===== src/design/tlspq_pkg.sv =====
// Shared types and constants for the three-level stable priority queue.
// Used by tlspq_front, tlspq_back and the top level; no dependencies.
`timescale 1ns / 1ps
`default_nettype none

package tlspq_pkg;

  localparam int NumLevels = 3;
  localparam int TagW      = 16;
  localparam int CountW    = 6;

  localparam logic CMD_INSERT = 1'b0;
  localparam logic CMD_POP    = 1'b1;

  localparam logic [1:0] LVL_HIGH   = 2'd0;
  localparam logic [1:0] LVL_NORMAL = 2'd1;
  localparam logic [1:0] LVL_LOW    = 2'd2;

  // Decoded command word passed from the front to the back.
  typedef struct packed {
    logic            is_pop;
    logic [1:0]      level;
    logic [TagW-1:0] tag;
  } tlspq_cmd_t;

  typedef struct packed {
    logic              accepted;
    logic              level_full;
    logic              removed_valid;
    logic [1:0]        removed_priority;
    logic [TagW-1:0]   removed_tag;
    logic              queue_empty;
    logic [CountW-1:0] entry_count;
  } tlspq_result_t;

  typedef enum logic {
    BK_RUN,
    BK_POP_DATA
  } tlspq_back_state_e;

endpackage

`default_nettype wire


===== src/design/tlspq_ram.sv =====
// Generic single-write, single-read RAM with registered read data.
// No dependencies.
`timescale 1ns / 1ps
`default_nettype none

module tlspq_ram #(
  parameter int WIDTH = 16,
  parameter int DEPTH = 48
) (
  input  wire logic                     clk_i,
  input  wire logic                     we_i,
  input  wire logic [$clog2(DEPTH)-1:0] waddr_i,
  input  wire logic [WIDTH-1:0]         wdata_i,
  input  wire logic                     re_i,
  input  wire logic [$clog2(DEPTH)-1:0] raddr_i,
  output logic      [WIDTH-1:0]         rdata_o
);

  logic [WIDTH-1:0] mem_q [DEPTH];
  logic [WIDTH-1:0] rdata_q;

  always_ff @(posedge clk_i) begin
    if (we_i) begin
      mem_q[waddr_i] <= wdata_i;
    end
    if (re_i) begin
      rdata_q <= mem_q[raddr_i];
    end
  end

  assign rdata_o = rdata_q;

endmodule

`default_nettype wire


===== src/design/tlspq_front.sv =====
// Front end: accepts request words, classifies command and level,
// and buffers them in a two-word queue. Depends on tlspq_pkg.
`timescale 1ns / 1ps
`default_nettype none

module tlspq_front (
  input  wire logic                 clk_i,
  input  wire logic                 rst_ni,
  input  wire logic                 in_valid_i,
  output logic                      in_ready_o,
  input  wire logic                 cmd_i,
  input  wire logic [1:0]           priority_level_i,
  input  wire logic [15:0]          order_tag_i,
  output logic                      cmd_valid_o,
  input  wire logic                 cmd_ready_i,
  output tlspq_pkg::tlspq_cmd_t     cmd_o
);

  tlspq_pkg::tlspq_cmd_t slot_q [2];
  tlspq_pkg::tlspq_cmd_t word_in;
  logic       wr_ptr_q, wr_ptr_d;
  logic       rd_ptr_q, rd_ptr_d;
  logic [1:0] cnt_q, cnt_d;
  logic       push, pop;

  // Any code other than high or normal maps to the low level.
  always_comb begin
    word_in.is_pop = (cmd_i == tlspq_pkg::CMD_POP);
    word_in.tag    = order_tag_i;
    if (priority_level_i == tlspq_pkg::LVL_HIGH) begin
      word_in.level = tlspq_pkg::LVL_HIGH;
    end else if (priority_level_i == tlspq_pkg::LVL_NORMAL) begin
      word_in.level = tlspq_pkg::LVL_NORMAL;
    end else begin
      word_in.level = tlspq_pkg::LVL_LOW;
    end
  end

  assign in_ready_o  = (cnt_q != 2'd2);
  assign cmd_valid_o = (cnt_q != 2'd0);
  assign cmd_o       = slot_q[rd_ptr_q];
  assign push        = in_valid_i && in_ready_o;
  assign pop         = cmd_valid_o && cmd_ready_i;

  always_comb begin
    wr_ptr_d = push ? ~wr_ptr_q : wr_ptr_q;
    rd_ptr_d = pop ? ~rd_ptr_q : rd_ptr_q;
    cnt_d    = cnt_q + 2'(push) - 2'(pop);
  end

  always_ff @(posedge clk_i or negedge rst_ni) begin
    if (!rst_ni) begin
      wr_ptr_q <= 1'b0;
      rd_ptr_q <= 1'b0;
      cnt_q    <= 2'd0;
    end else begin
      wr_ptr_q <= wr_ptr_d;
      rd_ptr_q <= rd_ptr_d;
      cnt_q    <= cnt_d;
    end
  end

  always_ff @(posedge clk_i) begin
    if (push) begin
      slot_q[wr_ptr_q] <= word_in;
    end
  end

endmodule

`default_nettype wire


===== src/design/tlspq_back.sv =====
// Back end: per-level ring pointers and fill counts, the tag store RAM,
// and the result register. Depends on tlspq_pkg and tlspq_ram.
`timescale 1ns / 1ps
`default_nettype none

module tlspq_back #(
  parameter int LEVEL_DEPTH = 16,
  parameter int TAG_BITS    = 16
) (
  input  wire logic                  clk_i,
  input  wire logic                  rst_ni,
  input  wire logic                  cmd_valid_i,
  output logic                       cmd_ready_o,
  input  wire tlspq_pkg::tlspq_cmd_t cmd_i,
  output logic                       res_valid_o,
  input  wire logic                  res_ready_i,
  output tlspq_pkg::tlspq_result_t   res_o
);

  localparam int PtrW     = (LEVEL_DEPTH > 1) ? $clog2(LEVEL_DEPTH) : 1;
  localparam int FillW    = $clog2(LEVEL_DEPTH + 1);
  localparam int CntW     = $clog2(tlspq_pkg::NumLevels * LEVEL_DEPTH + 1);
  localparam int StoreW   = (TAG_BITS < tlspq_pkg::TagW) ? TAG_BITS : tlspq_pkg::TagW;
  localparam int RamDepth = tlspq_pkg::NumLevels * (2 ** PtrW);
  localparam int AddrW    = $clog2(RamDepth);

  function automatic logic [PtrW-1:0] ring_next(input logic [PtrW-1:0] p);
    logic [PtrW-1:0] n;
    if (p == PtrW'(LEVEL_DEPTH - 1)) begin
      n = '0;
    end else begin
      n = p + PtrW'(1);
    end
    return n;
  endfunction

  tlspq_pkg::tlspq_back_state_e state_q, state_d;
  logic [PtrW-1:0]  head_q [tlspq_pkg::NumLevels];
  logic [PtrW-1:0]  head_d [tlspq_pkg::NumLevels];
  logic [PtrW-1:0]  tail_q [tlspq_pkg::NumLevels];
  logic [PtrW-1:0]  tail_d [tlspq_pkg::NumLevels];
  logic [FillW-1:0] fill_q [tlspq_pkg::NumLevels];
  logic [FillW-1:0] fill_d [tlspq_pkg::NumLevels];
  logic [CntW-1:0]  total_q, total_d;
  logic             res_valid_q, res_valid_d;
  tlspq_pkg::tlspq_result_t res_q, res_d;
  tlspq_pkg::tlspq_result_t pend_q, pend_d;

  logic             out_free;
  logic             act;
  logic [1:0]       pop_lv;
  logic             pop_found;
  logic [1:0]       ins_lv;
  logic             ram_we, ram_re;
  logic [AddrW-1:0] ram_waddr, ram_raddr;
  logic [StoreW-1:0] ram_wdata, ram_rdata;

  assign out_free = !res_valid_q || res_ready_i;
  assign act      = (state_q == tlspq_pkg::BK_RUN) && cmd_valid_i && out_free;
  assign ins_lv   = cmd_i.level;

  // Oldest entry of the highest non-empty level.
  always_comb begin
    pop_found = 1'b1;
    pop_lv    = tlspq_pkg::LVL_LOW;
    priority if (fill_q[0] != '0) begin
      pop_lv = tlspq_pkg::LVL_HIGH;
    end else if (fill_q[1] != '0) begin
      pop_lv = tlspq_pkg::LVL_NORMAL;
    end else if (fill_q[2] != '0) begin
      pop_lv = tlspq_pkg::LVL_LOW;
    end else begin
      pop_found = 1'b0;
    end
  end

  // Next state
  always_comb begin
    state_d = state_q;
    unique case (state_q)
      tlspq_pkg::BK_RUN: begin
        if (act && cmd_i.is_pop && pop_found) begin
          state_d = tlspq_pkg::BK_POP_DATA;
        end
      end
      tlspq_pkg::BK_POP_DATA: begin
        if (out_free) begin
          state_d = tlspq_pkg::BK_RUN;
        end
      end
      default: state_d = tlspq_pkg::BK_RUN;
    endcase
  end

  // Datapath and outputs
  always_comb begin
    head_d      = head_q;
    tail_d      = tail_q;
    fill_d      = fill_q;
    total_d     = total_q;
    pend_d      = pend_q;
    res_d       = res_q;
    res_valid_d = res_valid_q && !res_ready_i;
    ram_we      = 1'b0;
    ram_waddr   = '0;
    ram_wdata   = '0;
    ram_re      = 1'b0;
    ram_raddr   = '0;
    cmd_ready_o = (state_q == tlspq_pkg::BK_RUN) && out_free;

    unique case (state_q)
      tlspq_pkg::BK_RUN: begin
        if (act && !cmd_i.is_pop) begin
          res_d       = '0;
          res_valid_d = 1'b1;
          if (fill_q[ins_lv] == FillW'(LEVEL_DEPTH)) begin
            res_d.level_full = 1'b1;
          end else begin
            ram_we          = 1'b1;
            ram_waddr       = {ins_lv, tail_q[ins_lv]};
            ram_wdata       = StoreW'(cmd_i.tag);
            tail_d[ins_lv]  = ring_next(tail_q[ins_lv]);
            fill_d[ins_lv]  = fill_q[ins_lv] + FillW'(1);
            total_d         = total_q + CntW'(1);
            res_d.accepted  = 1'b1;
          end
          res_d.queue_empty = (total_d == '0);
          res_d.entry_count = tlspq_pkg::CountW'(total_d);
        end else if (act && cmd_i.is_pop) begin
          if (pop_found) begin
            // Read now, deliver once the tag comes out of the RAM.
            ram_re                  = 1'b1;
            ram_raddr               = {pop_lv, head_q[pop_lv]};
            head_d[pop_lv]          = ring_next(head_q[pop_lv]);
            fill_d[pop_lv]          = fill_q[pop_lv] - FillW'(1);
            total_d                 = total_q - CntW'(1);
            pend_d                  = '0;
            pend_d.accepted         = 1'b1;
            pend_d.removed_valid    = 1'b1;
            pend_d.removed_priority = pop_lv;
            pend_d.queue_empty      = (total_d == '0);
            pend_d.entry_count      = tlspq_pkg::CountW'(total_d);
          end else begin
            res_d             = '0;
            res_d.queue_empty = (total_q == '0);
            res_d.entry_count = tlspq_pkg::CountW'(total_q);
            res_valid_d       = 1'b1;
          end
        end
      end
      tlspq_pkg::BK_POP_DATA: begin
        if (out_free) begin
          res_d             = pend_q;
          res_d.removed_tag = tlspq_pkg::TagW'(ram_rdata);
          res_valid_d       = 1'b1;
        end
      end
      default: ;
    endcase
  end

  always_ff @(posedge clk_i or negedge rst_ni) begin
    if (!rst_ni) begin
      state_q     <= tlspq_pkg::BK_RUN;
      total_q     <= '0;
      res_valid_q <= 1'b0;
      for (int i = 0; i < tlspq_pkg::NumLevels; i++) begin
        head_q[i] <= '0;
        tail_q[i] <= '0;
        fill_q[i] <= '0;
      end
    end else begin
      state_q     <= state_d;
      total_q     <= total_d;
      res_valid_q <= res_valid_d;
      head_q      <= head_d;
      tail_q      <= tail_d;
      fill_q      <= fill_d;
    end
  end

  always_ff @(posedge clk_i) begin
    res_q  <= res_d;
    pend_q <= pend_d;
  end

  tlspq_ram #(
    .WIDTH (StoreW),
    .DEPTH (RamDepth)
  ) u_tag_store (
    .clk_i   (clk_i),
    .we_i    (ram_we),
    .waddr_i (ram_waddr),
    .wdata_i (ram_wdata),
    .re_i    (ram_re),
    .raddr_i (ram_raddr),
    .rdata_o (ram_rdata)
  );

  assign res_valid_o = res_valid_q;
  assign res_o       = res_q;

  a_fill_bound: assert property (@(posedge clk_i) disable iff (!rst_ni)
    (fill_q[0] <= FillW'(LEVEL_DEPTH)) && (fill_q[1] <= FillW'(LEVEL_DEPTH)) &&
    (fill_q[2] <= FillW'(LEVEL_DEPTH)))
    else $error("level fill count above ring depth");

  a_total_sum: assert property (@(posedge clk_i) disable iff (!rst_ni)
    total_q == CntW'(fill_q[0]) + CntW'(fill_q[1]) + CntW'(fill_q[2]))
    else $error("total count out of step with level fills");

  a_pop_data_origin: assert property (@(posedge clk_i) disable iff (!rst_ni)
    (state_q == tlspq_pkg::BK_POP_DATA) && !$past(state_q == tlspq_pkg::BK_POP_DATA) |->
      $past(cmd_valid_i && cmd_ready_o && cmd_i.is_pop))
    else $error("tag read state entered without an accepted pop");

  a_result_flags: assert property (@(posedge clk_i) disable iff (!rst_ni)
    res_valid_q |-> !(res_q.level_full && res_q.accepted) &&
      !(res_q.removed_valid && !res_q.accepted))
    else $error("inconsistent result flags");

endmodule

`default_nettype wire


===== src/design/three_level_stable_priority_queue.sv =====
// Top level of the three-level stable priority queue: front queue plus back end.
// Depends on tlspq_pkg, tlspq_front, tlspq_back (and tlspq_ram through the back).
//
//   Channel  Handshake                  Word
//   in       in_valid_i / in_ready_o    cmd_i, priority_level_i, order_tag_i
//   out      out_valid_o / out_ready_i  accepted_o .. entry_count_o
//
// A pop reads the tag store RAM, which has a registered read port, and delivers
// its result from BK_POP_DATA; an insert needs no read. The front buffers two
// words, so requests are taken while the back end works or a result waits.
// Reset clears pointers, fill counts and control; the tag store is not cleared
// because fill counts guard every read. Either side may stall independently.
`timescale 1ns / 1ps
`default_nettype none

module three_level_stable_priority_queue #(
  parameter int LEVEL_DEPTH = 16,
  parameter int TAG_BITS    = 16
) (
  input  wire logic        clk_i,
  input  wire logic        rst_ni,
  input  wire logic        in_valid_i,
  output logic             in_ready_o,
  input  wire logic        cmd_i,
  input  wire logic [1:0]  priority_level_i,
  input  wire logic [15:0] order_tag_i,
  output logic             out_valid_o,
  input  wire logic        out_ready_i,
  output logic             accepted_o,
  output logic             level_full_o,
  output logic             removed_valid_o,
  output logic [1:0]       removed_priority_o,
  output logic [15:0]      removed_tag_o,
  output logic             queue_empty_o,
  output logic [5:0]       entry_count_o
);

  tlspq_pkg::tlspq_cmd_t    cmd_word;
  tlspq_pkg::tlspq_result_t res;
  logic                     cmd_valid;
  logic                     cmd_ready;

  tlspq_front u_front (
    .clk_i            (clk_i),
    .rst_ni           (rst_ni),
    .in_valid_i       (in_valid_i),
    .in_ready_o       (in_ready_o),
    .cmd_i            (cmd_i),
    .priority_level_i (priority_level_i),
    .order_tag_i      (order_tag_i),
    .cmd_valid_o      (cmd_valid),
    .cmd_ready_i      (cmd_ready),
    .cmd_o            (cmd_word)
  );

  tlspq_back #(
    .LEVEL_DEPTH (LEVEL_DEPTH),
    .TAG_BITS    (TAG_BITS)
  ) u_back (
    .clk_i       (clk_i),
    .rst_ni      (rst_ni),
    .cmd_valid_i (cmd_valid),
    .cmd_ready_o (cmd_ready),
    .cmd_i       (cmd_word),
    .res_valid_o (out_valid_o),
    .res_ready_i (out_ready_i),
    .res_o       (res)
  );

  assign accepted_o         = res.accepted;
  assign level_full_o       = res.level_full;
  assign removed_valid_o    = res.removed_valid;
  assign removed_priority_o = res.removed_priority;
  assign removed_tag_o      = res.removed_tag;
  assign queue_empty_o      = res.queue_empty;
  assign entry_count_o      = res.entry_count;

endmodule

`default_nettype wire


===== config.mk =====
export PLATFORM = sky130hd
export DESIGN_NAME = three_level_stable_priority_queue
export DESIGN_NICKNAME = d
export VERILOG_FILES = /design/src/design/tlspq_pkg.sv /design/src/design/tlspq_ram.sv /design/src/design/tlspq_front.sv /design/src/design/tlspq_back.sv /design/src/design/three_level_stable_priority_queue.sv
export SDC_FILE = /design/constraint.sdc
export NUM_CORES = 1
export LEC_CHECK = 0
export BUFFER_PORTS_ARGS = -buffer_cell sky130_fd_sc_hd__buf_2
export CAP_MARGIN = 20
export CORE_UTILIZATION = 45
export DETAILED_ROUTE_END_ITERATION = 8
export GPL_TIMING_DRIVEN = 0
export HOLD_SLACK_MARGIN = 0.05
export SETUP_SLACK_MARGIN = 0.4
export SLEW_MARGIN = 40
export SYNTH_ARGS = -nofsm -noshare
export SYNTH_HDL_FRONTEND = slang
export SYNTH_SLANG_ARGS = --single-unit
export TNS_END_PERCENT = 30

===== constraint.sdc =====
create_clock -name clk_i -period 7 [get_ports clk_i]
set_input_delay 0 -clock clk_i [delete_from_list [all_inputs] [get_ports clk_i]]
set_output_delay 0 -clock clk_i [all_outputs]
set_load 0.02 [all_outputs]

==> impl_metrics.yaml <==
power_and_ir_drop:
  powerDensity_mw_per_mm2: 466.6
  total_power_mw: 20.68
  ir_drop_mv: 0.2629
  p_leak_nw: 15.41
grt:
  grt_pass1_wl_mm: 166.8
  grt_use_total_pct: 27.45
  grt_overflow: 0
  first_global_vias: 23750
  grt_max_degree: 52
  antenna_found_initial: 3
detailed_routing:
  postRouteWirelength_mm: 117.3
  wl_per_cell_um: 29.72
  ant_nets: 0
  drc: 0
  num_vias: 24210
  drt_iter0_markers: 2501
  via_per_inst: 6.133
  first_pass_iters: 6
finish:
  synthToLayoutAreaGrowth_pct: 17.99
  final_cell_mix: "859 x edfxtp_1, 164 x o21ai_0, 158 x mux2i_1"
  fin_area_mm2: 0.04433
  drive_above_1_share_pct: 17.98
  layout_commonest_cell: "edfxtp_1"
  fin_nets: 2831
  fillCellCount: 6694
worst_setup_path:
  path_delay_family: "buffers and inverters"
  cp_slowest_cell: "mux2i_1"
  path_buf_inv: 9
  critPathCaptureType: "flip-flop"
  crit_path_max_fanout: 17
  worstSetupPathType: "flip-flop to flip-flop"
  critPathRequiredTime_ps: 7410
  arrival_ps: 5570
  slowest_delay_ps: 670
  critPathLaunchType: "flip-flop"
  crit_chain: "mux2i_1 > buf_2 > mux2i_1 > o21ai_0 > inv_1 > ha_1 > inv_1 > or4_1 > clkbuf_1 > nand2_1 > buf_2 > buf_2 > nor2_4 > buf_16 > buf_16 > buf_16"
synth:
  yosysWarningCount: 0
  synthesis.nets: 2599
  ys.flop_type: "edfxtp_1"
  syn_area_mm2: 0.03757
  synth_edf_count: 859
  ys_ff_latch: 910
  synthCells: 2566
  synth_cell_types: 71
  postSynth.asyncResetShare_pct: 5.604
  synth-seq-area-share_pct: 72.05
  avgSynthCellArea_um2: 14.64
floorplan:
  die-area_mm2: 0.08465
  rows: 105
  num_io_pins: 53
  die-height_um: 291.0
  core_mm2: 0.08237
  dieWidth_um: 291.0
  initial_utilization_pct: 45.61
place:
  dpl.hpwl_mm: 83.80
  pre_cts_slack_ps: 1690
  gp_congestion: 0.9269
  io_buffers: 52
  dpl_cell_area_mm2: 0.04070
clock_network:
  insertion_delay_ps: 680
  post_cts_buffers: 0
  cts_sinks: 910
  cts_tree: "done"
  cts_buffers: 95
  h-tree-depth: 3
  root_buffer: "clkbuf_16"
  path_clk_slew_ps: 60
  ctsLongestPathBuffers: 3
  ctsResizeCount: 0
sta:
  hold_ws_ps: 81.17
  tightest_slew_ps: 988.5
  timing.final.ws_setup_ps: 1842
  fin_setup_tns_ps: 0
  setup_viol: 0
  slew_viol_final: 0
  finClkSkew_ps: 32.42
  max_freq_mhz: 193.9
  fin_crit_sh_pct: 73.68
  hold_violations: 0
  grt_setup_unrepaired: "false"
  slew_headroom_pct: 33.65
  fin_crit_ps: 5158
job:
  drv_cap: 0
hold_path:
  hold_class: "primary input to flip-flop"
run_status:
  outcome: "finished, final reports clean"
[worst paths after layout]
check / from / endpoint / slack, ps / cells past startpoint
setup / recovery: u_front.rd_ptr_q / u_back.u_tag_store.mem_q[42][10] / 1840 / 16
hold / removal: order_tag_i[13] / u_front.slot_q[1][13] / 80 / 2
hold reg to reg: u_back.head_q[4] / u_back.head_q[4] / 480 / 2
min in group asynchronous: rst_ni / u_back.fill_q[4] / 410 / 4
max in group asynchronous: rst_ni / u_back.head_q[8] / 6340 / 4
setup reg to reg: u_front.rd_ptr_q / u_back.u_tag_store.mem_q[42][10] / 1840 / 16
[final cells by class]
| type | count | area [um^2] | share of cell area (%) |
|---|---|---|---|
| inverters | 19 | 75.07 | 0.1693 |
| flip-flops and latches | 910 | 27070 | 61.07 |
| repair buffers | 135 | 1667 | 3.760 |
| clock inverters | 60 | 680.7 | 1.535 |
| multi-input cells | 1448 | 10110 | 22.80 |
| plain buffers | 189 | 905.9 | 2.043 |
| diodes | 1 | 2.502 | 0.005645 |
| clock buffers | 115 | 2484 | 5.603 |
| well taps | 1070 | 1339 | 3.020 |
[synth_stat cells, types with 13 or more instances]
master	number	area, um^2
buf_1	13	48.80
a211oi_1	17	127.6
o31a_1	16	140.1
inv_1	17	63.81
nor2_1	109	409.1
o22ai_1	89	556.8
buf_2	50	250.2
a21oi_1	146	730.7
and2_1	23	143.9
nand3_1	124	620.6
xnor2_1	13	113.9
a22oi_1	13	97.59
a31oi_1	49	306.5
a221oi_1	22	192.7
dfrtp_1	51	1276
o21ai_0	165	825.8
edfxtp_1	859	25790
xor2_1	13	113.9
mux2i_1	159	1592
nand4_1	66	412.9
nand2_1	153	574.3
nor3_1	24	120.1
clkbuf_1	106	397.9
buf_4	13	97.59
mux2_2	96	1081
o211a_1	28	280.3
a22o_1	18	157.7
[through the flow]
stage | instances | utilization [%]
6_report | 3947 | 53.82
3_3_place_gp | 3688 | 47.55
3_5_place_dp | 3736 | 49.41
5_1_grt | 3946 | 53.81
2_1_floorplan | 2566 | -
4_1_cts | 3946 | 53.70
[timing repair]
item / CTS / global route
endpoints found under the hold margin: 132 / 0
hold buffers: 35 / 0
setup endpoints to repair: 0 / 0
[logic make-up after synthesis]
| logic type | share of synthesized area (%) |
|---|---|
| AND/OR/NAND/NOR | 6.810 |
| adder cells (fa/ha/maj) | 0.3330 |
| flip-flops | 72.05 |
| XOR/XNOR | 0.6061 |
| multiplexers | 7.173 |
| buffers and inverters | 2.581 |
| AO/OA/AOI/OAI | 10.44 |
[routing by layer]
layer | track usage [%] | share of wire [%]
met4 | 11.01 | 4.1
met5 | 0 | 0.012
met2 | 44.59 | 47
met1 | 36.90 | 41
met3 | 4.505 | 7.6
[where the power goes]
group	internal, mW	switching (mW)
Combinational	2.53	5.94
Sequential	6.89	0.194
Clock	2.95	2.17
[state kept, by name, indices dropped and copies added (netlist names)]
register                    cells
u_back.u_tag_store.mem_q      768
u_front.slot_q                 38
u_back.res_o                   28
u_back.u_tag_store.rdata_o     16
u_back.fill_q                  15
u_back.head_q                  12
u_back.tail_q                  12
u_back.pend_q                   9
u_back.total_q                  6
u_front.cnt_q                   2
u_back.res_valid_o              1
u_back.state_q                  1
u_front.rd_ptr_q                1
u_front.wr_ptr_q                1
Power figures use the tool's default switching activity.
